File: src/rtl/shl_pkg.sv
`timescale 1ns / 1ps
// ----------------------------------------------------------------------------
// shl_pkg
// Shared types, widths and fixed-point constants of the SH lighting block.
// ----------------------------------------------------------------------------
package shl_pkg;

	localparam int CW    = 40;                       // coefficient width
	localparam int BANDS = 9;
	localparam int CHANS = 3;
	localparam int BIW   = $clog2(BANDS + 1);        // band counter width
	localparam int BW    = 21;                       // basis / weight width
	localparam int HW    = (CW > 32) ? CW - 32 : 1;  // upper coefficient part
	localparam int CPW   = BW + 17;                  // colour product width
	localparam int SUMW  = ((CW > CPW) ? CW : CPW) + 1;
	localparam int ALW   = BW + 33 + 4;              // low-part accumulator
	localparam int AHW   = BW + HW + 4;              // high-part accumulator

	// Q.16 constants
	localparam logic signed [18:0] K_B1  = 19'sd18487;
	localparam logic signed [18:0] K_B2  = 19'sd32021;
	localparam logic signed [18:0] K_B3  = 19'sd71601;
	localparam logic signed [18:0] K_B4  = 19'sd20670;
	localparam logic signed [18:0] K_B5  = 19'sd35801;
	localparam logic signed [18:0] K_AMB = 19'sd73949;
	localparam logic signed [18:0] K_E1  = 19'sd28118;
	localparam logic signed [18:0] K_E2  = 19'sd33532;
	localparam logic signed [18:0] K_E3  = 19'sd48701;
	localparam logic signed [18:0] K_E4  = 19'sd58080;
	localparam logic signed [18:0] K_E5  = 19'sd16234;

	typedef enum logic [1:0] {
		OP_DIR = 2'd0,
		OP_AMB = 2'd1,
		OP_CLR = 2'd2,
		OP_QRY = 2'd3
	} op_t;

	typedef enum logic [2:0] {
		ST_IDLE,
		ST_CLEAR,
		ST_PROD,
		ST_RUN,
		ST_FIN
	} state_t;

	typedef struct packed {
		logic           load;
		logic           clear;
		logic           prod;
		logic           basis_en;
		logic           apply_en;
		logic           fin;
		logic [BIW-1:0] band;
	} cmd_t;

endpackage

File: src/rtl/shl_ctrl.sv
`timescale 1ns / 1ps
// ----------------------------------------------------------------------------
// shl_ctrl
// Controller: accepts requests, sequences the band loop, owns the result
// valid flag.
// ----------------------------------------------------------------------------
module shl_ctrl import shl_pkg::*; (
	input  logic       clk,
	input  logic       arst_n,
	input  logic       in_valid,
	output logic       in_stall,
	input  logic [1:0] op,
	output logic       out_valid,
	input  logic       out_stall,
	output cmd_t       cmd
);

	state_t         state_q, state_d;
	op_t            op_q;
	logic [BIW-1:0] cnt_q, cnt_d;
	logic [BIW-1:0] last;
	logic           out_valid_q;

	// ambient touches band Y00 only
	assign last = (op_q == OP_AMB) ? '0 : BIW'(BANDS - 1);

	always_ff @(posedge clk or negedge arst_n) begin
		if (!arst_n) begin
			state_q <= ST_IDLE;
		end else begin
			state_q <= state_d;
		end
	end

	always_comb begin
		state_d  = state_q;
		cnt_d    = cnt_q;
		cmd      = '0;
		in_stall = 1'b1;
		case (state_q)
			ST_IDLE: begin
				in_stall = 1'b0;
				if (in_valid) begin
					cmd.load = 1'b1;
					state_d  = (op_t'(op) == OP_CLR) ? ST_CLEAR : ST_PROD;
				end
			end
			ST_CLEAR: begin
				cmd.clear = 1'b1;
				state_d   = ST_IDLE;
			end
			ST_PROD: begin
				cmd.prod = 1'b1;
				cnt_d    = '0;
				state_d  = ST_RUN;
			end
			ST_RUN: begin
				// basis of band n is registered in b_s1 before it is applied
				cmd.band     = cnt_q;
				cmd.basis_en = (cnt_q <= last);
				cmd.apply_en = (cnt_q != '0);
				cnt_d        = cnt_q + BIW'(1);
				if (cnt_q == last + BIW'(1))
					state_d = (op_q == OP_QRY) ? ST_FIN : ST_IDLE;
			end
			ST_FIN: begin
				if (!out_valid_q || !out_stall) begin
					cmd.fin = 1'b1;
					state_d = ST_IDLE;
				end
			end
			default: begin
				state_d = ST_IDLE;
			end
		endcase
	end

	always_ff @(posedge clk or negedge arst_n) begin
		if (!arst_n) begin
			op_q        <= OP_DIR;
			cnt_q       <= '0;
			out_valid_q <= 1'b0;
		end else begin
			if (cmd.load)
				op_q <= op_t'(op);
			cnt_q <= cnt_d;
			if (cmd.fin)
				out_valid_q <= 1'b1;
			else if (!out_stall)
				out_valid_q <= 1'b0;
		end
	end

	assign out_valid = out_valid_q;

endmodule
File: config.mk
export PLATFORM = sky130hd
export DESIGN_NAME = shl_ctrl
export DESIGN_NICKNAME = d
export VERILOG_FILES = /design/src/rtl/shl_pkg.sv /design/src/rtl/shl_ctrl.sv
export SDC_FILE = /design/constraint.sdc
export NUM_CORES = 1
export LEC_CHECK = 0
export BUFFER_PORTS_ARGS = -buffer_cell sky130_fd_sc_hd__buf_2
export CAP_MARGIN = 20
export CORE_AREA = 2 2 39 41
export DETAILED_ROUTE_END_ITERATION = 6
export DIE_AREA = 0 0 41 43
export GPL_ROUTABILITY_DRIVEN = 0
export PLACE_DENSITY = 0.75
export SETUP_SLACK_MARGIN = 0.15
export SLEW_MARGIN = 25
export SYNTH_ARGS = -nofsm -noshare
export SYNTH_HDL_FRONTEND = slang
export SYNTH_SLANG_ARGS = --single-unit
File: constraint.sdc
create_clock -name clk -period 4.3 [get_ports clk]
set_input_delay 0.215 -clock clk [delete_from_list [all_inputs] [get_ports clk]]
set_output_delay 0.215 -clock clk [all_outputs]
set_load 0.01 [all_outputs]
### Word level (Yosys, flattened, before mapping)

Cells that the tools add are included.

* logic and storage cells: 45
* register bits: 10
* output and inout bits: 12

* add/subtract/negate cells: 2
* reduce and logical (&&, ||, !) cells: 7
* multiplexer cells: 19
* equal/unequal tests: 12
* order comparisons: 1

Operators with widths (count)
* $mux W3: 4
* $pmux W3 S4: 1
* $mux W1: 9
* $add A4 B1 Y4 const B: 2
* $mux W4: 2
* $pmux W4 S2: 1
* $eq A3 B2 Y1 const B: 2
* $ne A2 B2 Y1 const B: 3
* $eq A2 B2 Y1 const B: 2
* $eq A4 B4 Y1: 1
* $le A4 B4 Y1: 1
* $mux W2: 2
* $reduce_bool A4 Y1: 1
* $eq A3 B1 Y1 const B: 1
* $eq A3 B3 Y1 const B: 1
* $logic_not A3 Y1: 1
* $reduce_and A3 Y1: 1
* $eq A2 B1 Y1 const B: 1
* $logic_not A1 Y1: 2
* $ne A2 B1 Y1 const B: 1
* $reduce_bool A2 Y1: 1
* $logic_or A1 B1 Y1: 1

### Logic depth before layout (Yosys ltp)

Gate-level depths: netlist of the first run.

* word-level depth: 6
* mapped depth: 5

### Worst setup path before layout of the first run

No wires, ideal clock.

* path kind: register to register
* start: register state_q[1]
* end: register op_q[0]
* required time: 4.175 ns
* setup time: 0.125 ns
* buffers on the path: 1
* clock period less this slack: 1.458 ns
* slack: 2.842 ns
* arrival time: 1.332 ns
* stages on the path, launching flop included: 5
* cells stage by stage: dfrtp_1 > buf_6 > or3_4 > nor2_4 > mux2_4

RTL lines
* from (decl): line shl_ctrl.sv:18 `state_t state_q, state_d;`
* from (signal assigned): line shl_ctrl.sv:31 `state_q <= state_d;`
* to (signal assigned): line shl_ctrl.sv:85 `op_q <= op_t'(op);`
* to (decl): line shl_ctrl.sv:19 `op_t op_q;`

==> summary.txt, run 1 <==
Timing
  • Fmax: 0.593 GHz
  • Max-slew violation count: 0
  • Final critical path time including I/O delays and setup: 1.69 ns
  • Setup TNS Final: 0 ns
  • Hold Vio Cnt, Final: 0
  • Crit path setup slack, layout: 2.61 ns
  • Unrepaired setup endpoints after global routing: false
  • Post-route clock period utilization: 39.2%
  • Transition time of the tightest slew-check pin: 0.298 ns
  • Number of setup violations in the final report: 0
  • Rel. slew slack: 79.9%
  • Clock skew: 0.00151 ns

Floorplan
  • Initial Utilization: 43.7%
  • Floorplan die height: 43 um
  • Placeable core region: 0.00138 sq mm
  • Die Outline Area: 0.00176 sq mm
  • Die X: 41 um
  • Cell row count: 14
  • Top-level port count: 18

Hold path
  • Number of cells on the worst hold path: 3
  • Classification of the worst-slack hold path: primary input to flip-flop

Worst setup path
  • Data arrival time of the critical path: 1.47 ns
  • Number of cells on the critical path: 3
  • CP Buf/Inv Count: 1
  • Critical path's slowest cell: dfrtp_1
  • Category of the critical setup timing path: flip-flop to output pin
  • CP Data Required Time: 4.09 ns
  • Setup slack of the worst register-to-register path: 2.82 ns
  • Series of cell instances along the critical path: or3_4 -> nor2_4 -> buf_2
  • Critical Path Sink Type: output pin
  • Crit Path Max Fanout: 11
  • Type of element launching the critical path: flip-flop
  • Cell depth of the worst flop-to-flop path: 3
  • Cell family with most CP delay: simple AND/OR/NAND/NOR gates
  • Max stage delay on crit path: 0.48 ns

Power
  • Clock Power Share: 17.7%
  • Internal portion of total power: 0.282 mW
  • Power density normalized to cell area: 644 mW/mm^2
  • Switching power share of the total: 40.7%
  • Net switching component of the power: 0.194 mW
  • Proportion of power drawn by flip-flops and latches: 36.9%
  • Worst vdd ir: 317 uV
  • Leak: 0.375 nW
  • Comb power frac: 45.3%

Clock network
  • Number of cells upsized or downsized after cts: 0
  • Clock transition at the registers of the reported paths: 0.07 ns
  • Sink Count: 10
  • Number of buffers created by CTS: 3
  • Number of buffers inserted by post-CTS setup repair: 0
  • Skew-Pair Late Insertion Delay: 0.27 ns
  • Cell at the root of the clock tree: clkbuf_4
  • CTS H-tree lvls: 1
  • Number of buffers on the longest clock path: 2
  • Clock tree from TritonCTS: built

Layout
  • Antenna diode count: 0
  • Growth of design area from synthesis to finish: 22.4%
  • NumNets Final: 97
  • Fraction of final layout cells sized beyond drive strength 1: 29.1%
  • Final std cells w/o fill: 102

Logic synthesis
  • Yosys reg bits: 10
  • Synth Cell Area: 604 sq um
  • Fraction of post-synthesis cell area in the top cell type by area: 41.4%
  • Count of distinct cell types in the synthesized netlist: 24
  • Number of instances in the synthesized netlist: 66
  • Top post-synthesis cells by area: dfrtp_1 41%, ha_1 8.3%, o21ai_0 5.0%
  • Post-Syn Nets: 76
  • Count of yosys warnings during synthesis: 0
  • Post-synthesis sequential area ratio: 41.4%
  • Average cell area after synthesis: 9.16 sq um
  • Cell type with the highest aggregate area in the netlist: dfrtp_1

Global route
  • Number of antenna violations at the first check in global routing: 0
  • Aggregate global-route resource usage: 16.7%
  • Largest net degree at the start of global routing: 12
  • Wire length of the first global-routing pass: 1.89 mm
  • Number of global-route vias before repair: 432
  • Aggregate global routing overflow: 0

Drt
  • Post-DR vias/cell: 5.10
  • Number of optimization iterations in the first detailed-route pass: 4
  • DRC marker count from the first detailed-route iteration: 9
  • Routed Antenna Nets: 0
  • Number of vias after detailed routing: 520
  • Remaining DRCs: 0
  • Routed wire length: 1.19 mm
  • Post-DR wirelength/cell: 11.7 um

Placed design
  • Placed instance count: 97
  • Half-perimeter wire length after detailed placement: 924 um
  • IO buf count: 17
  • Pre-CTS setup slack: 2.83 ns

Flow run
  • Max Cap Violations: 0

Outcome
  • Run status: finished, final reports clean
area by class of cell:
type                       instances  area (sq um)
fill                             132           644
tap                               16          20.0
inverter                           6          22.5
timing repair buffer              18          95.1
sequential                        10           250
multi-input combinational         48           315
clock buffer                       4          36.3
worst reg2reg max path, cell delays in order, from the launching register on:
cell,delay (ns)
dfrtp_1,0.48
or3_4,0.44
nor2_4,0.14
mux2_4,0.31
metal layers:
layer | up-vias | share of wire [%] | track usage, %
met5 | - | 0 | 0
met4 | 0 | 2.3 | 12.0
met3 | 4 | 6.5 | 4.71
met2 | 18 | 44 | 21.6
met1 | 234 | 47 | 22.8
li1 | 264 | - | -
cell usage in the layout, fill, tap and decap left out:
cell / instances
a22o_1: 1
o311ai_0: 1
o2bb2ai_1: 1
dlygate4sd3_1: 1
nand3_1: 2
or3_4: 1
and3b_1: 1
o31ai_1: 1
clkbuf_4: 3
mux2_4: 2
and3_1: 1
nor3b_1: 2
nand2_1: 8
o21ai_0: 6
nand2b_1: 2
ha_1: 4
dfrtp_1: 10
a21oi_1: 2
nor2_1: 8
a31oi_1: 2
inv_1: 6
nand3b_1: 1
clkbuf_8: 1
nor2b_1: 1
buf_2: 17
nor2_4: 1
per-stage QoR:
step                      utilization, %  area, sq um  total power [mW]  hold slack [ns]
after global routing                53.4          739             0.525            0.200
after detailed placement            50.1          693             0.393           0.0927
final                               53.4          739             0.476            0.200
after global placement              50.1          693             0.388           0.0858
after floorplan                        -          604             0.338          -0.0806
after CTS                           53.4          739             0.480            0.197
repair_timing:
action                     CTS  global route
hold buffers                 1             0
hold endpoints to repair    10             0
setup endpoints to repair    0             0
power groups by stage:
stage / Combinational (mW) / Sequential [mW] / Clock, mW
3_5_place_dp: 0.217 / 0.177 / 0
2_1_floorplan: 0.186 / 0.152 / 0
5_1_grt: 0.247 / 0.183 / 0.0943
6_report: 0.216 / 0.176 / 0.0845
4_1_cts: 0.218 / 0.175 / 0.0868
3_3_place_gp: 0.212 / 0.176 / 0
final timing paths:
path	end	start
worst max-delay path	cmd[9]	state_q[0]
worst min-delay path	out_valid	out_stall
worst max register to register	op_q[1]	state_q[0]
worst min register to register	op_q[1]	op_q[1]
max in group asynchronous	op_q[1]	arst_n
min in group asynchronous	cnt_q[3]	arst_n
cells in the mapped netlist:
cell type and number:
nor2b_1 1, nor2_1 8, nor3b_1 2, nand2b_1 2, o31ai_1 1, and3_1 1
nand2_1 8, mux2_4 2, nand3_1 2, a21oi_1 2, buf_2 1, nand3b_1 1
o21ai_0 6, a31oi_1 2, nor2_4 1, dfrtp_1 10, o2bb2ai_1 1, or3_4 1
and3b_1 1, buf_6 1, ha_1 4, o311ai_0 1, inv_1 6, a22o_1 1
cell families (layout without fill, tap and decap cells):
family	count (synthesis)	count (layout)	share of synthesized area, %
compound gates	14	14	14.3
fa+ha+maj	4	4	8.28
buf+inv	8	28	6.42
flops	10	10	41.4
mux	2	2	4.97
simple gates	28	28	24.6
state kept, by name, summed over array words and instances (netlist names):
name,flops
cnt_q,4
op_q,2
out_valid,1
state_q,3
Power figures use the tool's default switching activity.
==> inputs of run 2 (changes only) <==
- clock period: 4.3 -> 1.76 ns (I/O delays scaled with it)
==> run 2 against run 1 <==
Against the previous run:
- register-to-register slack worse by 2.5 ns
- clock skew is 0.00078 ns higher
- first-iteration DRC count is 44% lower
- global-route usage is 0.58 points lower
- via count is 0.19% higher
- final cell count stayed put
- total power is 140% higher
==> summary.txt, run 2 (synthesized netlist as in run 1, its figures left out) <==
Outcome
  • Run status: finished, final reports clean

Clock network
  • Clock tree from TritonCTS: built
  • Sink Count: 10 (unchanged)
  • Number of buffers on the longest clock path: 2 (unchanged)
  • Cell at the root of the clock tree: clkbuf_4
  • CTS H-tree lvls: 1 (unchanged)
  • Clock transition at the registers of the reported paths: 0.06 ns (about the same)
  • Skew-Pair Late Insertion Delay: 0.26 ns (about the same)
  • Number of buffers created by CTS: 3 (unchanged)

Timing
  • Post-route clock period utilization: 87.6%
  • Hold Vio Cnt, Final: 0 (unchanged)
  • Max-slew violation count: 0 (unchanged)
  • Crit path setup slack, layout: 0.219 ns (-2.40 ns)
  • Final critical path time including I/O delays and setup: 1.54 ns
  • Setup TNS Final: 0 ns (unchanged)
  • Transition time of the tightest slew-check pin: 0.273 ns (-0.0248 ns)
  • Unrepaired setup endpoints after global routing: false
  • Number of setup violations in the final report: 0 (unchanged)
  • Rel. slew slack: 81.6% (+1.7 points)
  • WHS: 0.0628 ns (-0.137 ns)
  • Fmax: 0.649 GHz
  • Clock skew: 0.00229 ns (+0.000782 ns)

Worst setup path
  • Category of the critical setup timing path: flip-flop to output pin
  • Critical Path Sink Type: output pin
  • Type of element launching the critical path: flip-flop
  • Data arrival time of the critical path: 1.45 ns (-0.02 ns)
  • CP Data Required Time: 1.67 ns (-2.42 ns)
  • Crit Path Max Fanout: 3 (-8)
  • Cell depth of the worst flop-to-flop path: 3 (unchanged)

Global route
  • Aggregate global routing overflow: 0 (unchanged)
  • Aggregate global-route resource usage: 16.1% (-0.58 points)
  • Largest net degree at the start of global routing: 12 (unchanged)
  • Number of global-route vias before repair: 470 (+8.8%)
  • Wire length of the first global-routing pass: 1.90 mm (+0.37%)
  • Number of antenna violations at the first check in global routing: 0 (unchanged)

Floorplan
  • Placeable core region: 0.00138 sq mm (unchanged)
  • Initial Utilization: 43.7% (unchanged)
  • Cell row count: 14 (unchanged)
  • Floorplan die height: 43 um (unchanged)
  • Die X: 41 um (unchanged)
  • Top-level port count: 18 (unchanged)
  • Die Outline Area: 0.00176 sq mm (unchanged)

Drt
  • Routed wire length: 1.15 mm (-3.3%)
  • Routed Antenna Nets: 0 (unchanged)
  • Number of optimization iterations in the first detailed-route pass: 3 (-1)
  • Routed wire length on met3: 65 um (-17%)
  • Number of vias after detailed routing: 521 (+0.19%)
  • Length of routed met2 wiring: 538 um (+3.3%)
  • DRC marker count from the first detailed-route iteration: 5 (-4)
  • Post-DR vias/cell: 5.11 (+0.19%)
  • Highest Signal Layer: met4
  • Remaining DRCs: 0 (unchanged)
  • Post-DR wirelength/cell: 11.3 um (-3.3%)
  • Met1 wire length: 541 um (-4.2%)

Layout
  • Final core occ: 53.5% (+0.090 points)
  • Largest registers: cnt_q x4, state_q x3, op_q x2
  • Antenna diode count: 0 (unchanged)
  • Fraction of final layout cells sized beyond drive strength 1: 30.2% (+1.2 points)
  • Leading cell types in the layout, fill and taps excluded: 17 x buf_2, 9 x dfrtp_1, 8 x nor2_1, 8 x nand2_1
  • Commonest non-fill, non-tap cell in the layout: buf_2
  • Reg with most FFs: cnt_q
  • Flip-flop count of the largest register, all copies and words added: 4 (unchanged)
  • Growth of design area from synthesis to finish: 22.6%
  • NumNets Final: 97 (unchanged)

Placed design
  • Half-perimeter wire length after detailed placement: 900 um (-2.6%)
  • IO buf count: 17 (unchanged)
  • Pre-CTS setup slack: 0.305 ns (-2.53 ns)

Power
  • Total chip power: 1.15 mW (+140%)
  • Leak: 0.374 nW (-0.30%)
  • Power density normalized to cell area: 1560 mW/mm^2 (+140%)
  • Switching power share of the total: 40.2% (-0.46 points)
  • Comb power frac: 44.9% (-0.4 points)
  • Net switching component of the power: 0.464 mW (+140%)
  • Clock Power Share: 17.8% (about the same)
  • Proportion of power drawn by flip-flops and latches: 37.3% (+0.4 points)
  • Worst vdd ir: 916 uV (+190%)
  • Internal portion of total power: 0.690 mW (+140%)

Flow run
  • Max Cap Violations: 0 (unchanged)

Hold path
  • Number of cells on the worst hold path: 3 (unchanged)
  • Classification of the worst-slack hold path: primary input to flip-flop
-- run 2: cell counts in the layout (fill, tap and decap cells not counted) --
No cell type changed its count.
-- run 2: worst paths after layout --
kind                            startpoint          to  slack (ns)
worst max-delay path               op_q[1]      cmd[6]        0.22
worst min register to register   out_valid   out_valid        0.52
max in group asynchronous           arst_n  state_q[0]        1.33
worst max register to register  state_q[0]     op_q[1]        0.32
worst min-delay path             out_stall   out_valid        0.06
min in group asynchronous           arst_n  state_q[1]        0.21
-- run 2: area by class of cell --
class | count | area [sq um]
Tap cell | 16 | 20.0
Timing Repair Buffer | 18 | 95.1
Multi-Input combinational cell | 48 | 315
Clock buffer | 4 | 36.3
Fill cell | 146 | 643
Inverter | 6 | 22.5
Sequential cell | 10 | 251
-- run 2: per-stage QoR --
| step | instance area [sq um] | std cells |
|---|---|---|
| 2_1_floorplan | 604 | 66 |
| 3_3_place_gp | 693 | 97 |
| 3_5_place_dp | 693 | 97 |
| 4_1_cts | 739 | 102 |
| 5_1_grt | 741 | 102 |
| 6_report | 741 | 102 |
-- run 2: layer usage --
metal	global-route usage [%]	vias up
met5	0	-
li1	-	265
met4	10.0	0
met2	25.0	14
met3	3.14	2
met1	19.3	240
-- run 2: what timing repair did --
| item | 4_1_cts | 5_1_grt |
|---|---|---|
| setup endpoints to repair | 0 | 1 |
| hold buffers | 1 | 0 |
| setup buffers | 0 | 0 |
| endpoints found under the hold margin | 10 | 0 |
| gates resized for setup | 0 | 1 |
-- run 2: power groups by stage --
stage               Sequential, mW  Combinational (mW)  Clock, mW
finish                       0.431               0.518      0.205
global route                 0.451               0.590      0.224
detailed placement           0.433               0.517          0
floorplan                    0.371               0.454          0
global placement             0.431               0.516          0
CTS                          0.428               0.523      0.211
-- run 2: worst max-delay path, cell delays in order, from the launching register on --
cell and delay [ns]:
dfrtp_1 0.39, nand2b_1 0.16, ha_1 0.29, a31oi_1 0.17, nor2_1 0.05, buf_2 0.14
==> inputs of run 3 (changes only) <==
- CELL_PAD_IN_SITES_DETAIL_PLACEMENT: not set -> 2
- CELL_PAD_IN_SITES_GLOBAL_PLACEMENT: not set -> 2
- CORE_AREA: 2 2 39 41 -> not set
- CORE_UTILIZATION: not set -> 28
- DIE_AREA: 0 0 41 43 -> not set
- PLACE_DENSITY: 0.75 -> 0.77
==> run 3 against run 2 <==
Against the previous run:
- worst hold slack better by 0.020 ns
- total power up 3.8%
- combinational power up 14%
- final cell count increased by 11%
- critical path depth shrank 2
- die area rose by 33%
==> summary.txt, run 3 (synthesized netlist as in run 1, its figures left out) <==
Timing
  • WHS: 0.0831 ns (+0.0202 ns)
  • Crit path setup slack, layout: 0.213 ns (-0.00507 ns)
  • Fmax: 0.647 GHz (-0.33%)
  • Hold Vio Cnt, Final: 0 (unchanged)
  • Transition time of the tightest slew-check pin: 0.390 ns (+0.117 ns)
  • Setup TNS Final: 0 ns (unchanged)
  • Post-route clock period utilization: 87.9% (+0.29 points)
  • Final critical path time including I/O delays and setup: 1.55 ns (+0.00507 ns)
  • Rel. slew slack: 73.7% (-7.9 points)
  • Clock skew: 0.00221 ns (-0.0000785 ns)
  • Max-slew violation count: 0 (unchanged)
  • Unrepaired setup endpoints after global routing: true
  • Number of setup violations in the final report: 0 (unchanged)

Outcome
  • Run status: finished, final reports clean

Clock network
  • Sink Count: 10 (unchanged)
  • Number of buffers on the longest clock path: 2 (unchanged)
  • Cell at the root of the clock tree: clkbuf_4
  • Clock tree from TritonCTS: built
  • CTS H-tree lvls: 1 (unchanged)
  • Number of buffers created by CTS: 3 (unchanged)
  • Skew-Pair Late Insertion Delay: 0.26 ns (about the same)
  • Clock transition at the registers of the reported paths: 0.07 ns (about the same)

Global route
  • Number of antenna violations at the first check in global routing: 0 (unchanged)
  • Wire length of the first global-routing pass: 2.77 mm (+46%)
  • Aggregate global-route resource usage: 15.5% (-0.62 points)
  • Number of global-route vias before repair: 587 (+25%)
  • Largest net degree at the start of global routing: 12 (unchanged)
  • Aggregate global routing overflow: 0 (unchanged)

Power
  • Leak: 0.378 nW (+1.1%)
  • Power density normalized to cell area: 1560 mW/mm^2 (+0.10%)
  • Worst vdd ir: 627 uV (-32%)

Worst setup path
  • CP Data Required Time: 1.67 ns (about the same)
  • Type of element launching the critical path: flip-flop
  • Critical Path Sink Type: output pin
  • Category of the critical setup timing path: flip-flop to output pin
  • Data arrival time of the critical path: 1.46 ns (about the same)
  • Crit Path Max Fanout: 11 (+8)

Floorplan
  • Die Outline Area: 0.00235 sq mm (+33%)
  • Placeable core region: 0.00200 sq mm (+45%)
  • Initial Utilization: 30.2% (-13 points)
  • Die X: 48.5 um (+18%)
  • Floorplan die height: 48.5 um (+13%)
  • Top-level port count: 18 (unchanged)
  • Cell row count: 16 (+2)

Layout
  • Final std cells w/o fill: 113 (+11%)
  • Antenna diode count: 0 (unchanged)
  • Commonest non-fill, non-tap cell in the layout: buf_2
  • Leading cell types in the layout, fill and taps excluded: 17 x buf_2, 9 x dfrtp_1, 8 x nor2_1, 8 x nand2_1
  • Total area of multi-input combinational cells: 335 sq um (+6.3%)
  • Growth of design area from synthesis to finish: 27.1%
  • Flip-flop count of the largest register, all copies and words added: 4 (unchanged)
  • Reg with most FFs: cnt_q
  • Sequential cell area: 251 sq um (unchanged)
  • Number of fill cells in the layout: 249 (+71%)
  • Fraction of final layout cells sized beyond drive strength 1: 32.6% (+2.3 points)
  • NumNets Final: 98 (+1.0%)
  • Largest registers: cnt_q x4, state_q x3, op_q x2

Drt
  • Number of optimization iterations in the first detailed-route pass: 1 (-2)
  • Remaining DRCs: 0 (unchanged)
  • Post-DR wirelength/cell: 14.4 um (+27%)
  • Routed wire length: 1.62 mm (+41%)
  • DRC marker count from the first detailed-route iteration: 0 (-5)
  • Post-DR vias/cell: 4.91 (-3.8%)
  • Routed Antenna Nets: 0 (unchanged)
  • Number of vias after detailed routing: 555 (+6.5%)

Placed design
  • Half-perimeter wire length after detailed placement: 1.28 mm (+42%)
  • Placed instance count: 108 (+11%)
  • Pre-CTS setup slack: 0.232 ns (-0.0734 ns)
  • IO buf count: 17 (unchanged)

Hold path
  • Classification of the worst-slack hold path: primary input to flip-flop

Flow run
  • Max Cap Violations: 0 (unchanged)
==> run 3: changes by cell type in the layout (fill, tap and decap cells not counted) <==
| cell | before | now |
|---|---|---|
| clkbuf_8 | 1 | 0 |
| ha_4 | 0 | 1 |
| nand2b_1 | 2 | 1 |
| buf_4 | 0 | 1 |
| ha_1 | 4 | 3 |
| nand2b_4 | 0 | 1 |
==> run 3: worst paths after layout <==
| check | from | endpoint | slack, ns | depth (start not counted) |
|---|---|---|---|---|
| max | state_q[0] | cmd[9] | 0.21 | 3 |
| max in group asynchronous | arst_n | state_q[0] | 1.31 | 2 |
| max reg2reg | op_q[1] | state_q[1] | 0.27 | 5 |
| min | op[1] | op_q[1] | 0.08 | 2 |
| min in group asynchronous | arst_n | state_q[2] | 0.23 | 2 |
| min reg2reg | cnt_q[3] | cnt_q[3] | 0.54 | 2 |
==> run 3: per-stage QoR <==
stage	total power, mW	instance area [sq um]	util [%]
floorplan	0.825	604	-
CTS	1.16	739	36.9
global placement	0.969	707	35.3
global route	1.31	768	38.4
detailed placement	0.995	707	35.3
finish	1.20	768	38.4
==> run 3: area by class of cell <==
cell class | instances | share of cell area, %
multi-input cells | 48 | 43.6
well taps | 27 | 4.40
clock buffers | 3 | 2.93
inverters | 6 | 2.93
flip-flops and latches | 10 | 32.7
repair buffers | 19 | 13.4
==> run 3: what timing repair did <==
item | 4_1_cts | 5_1_grt
hold buffers | 1 | 0
resized for setup | 0 | 3
endpoints found under the setup margin | 0 | 3
setup buffers | 0 | 1
hold endpoints to repair | 10 | 0
==> run 3: layer usage <==
layer	global-route usage (%)	wire length, um	up-vias
li1	-	-	265
met1	19.9	785	279
met2	25.6	789	9
met3	1.26	35	2
met4	8.82	13	0
met5	0	0	-
==> run 3: power by group <==
group | switching, mW | total (mW) | internal, mW
logic | 0.304 | 0.590 | 0.287
clock network | 0.0806 | 0.160 | 0.0789
registers | 0.132 | 0.448 | 0.316
==> run 3: worst max-delay path, stage by stage, from the launching register on <==
cell     delay [ns]
dfrtp_2        0.48
or3_4          0.42
nor2_4         0.14
buf_2          0.15
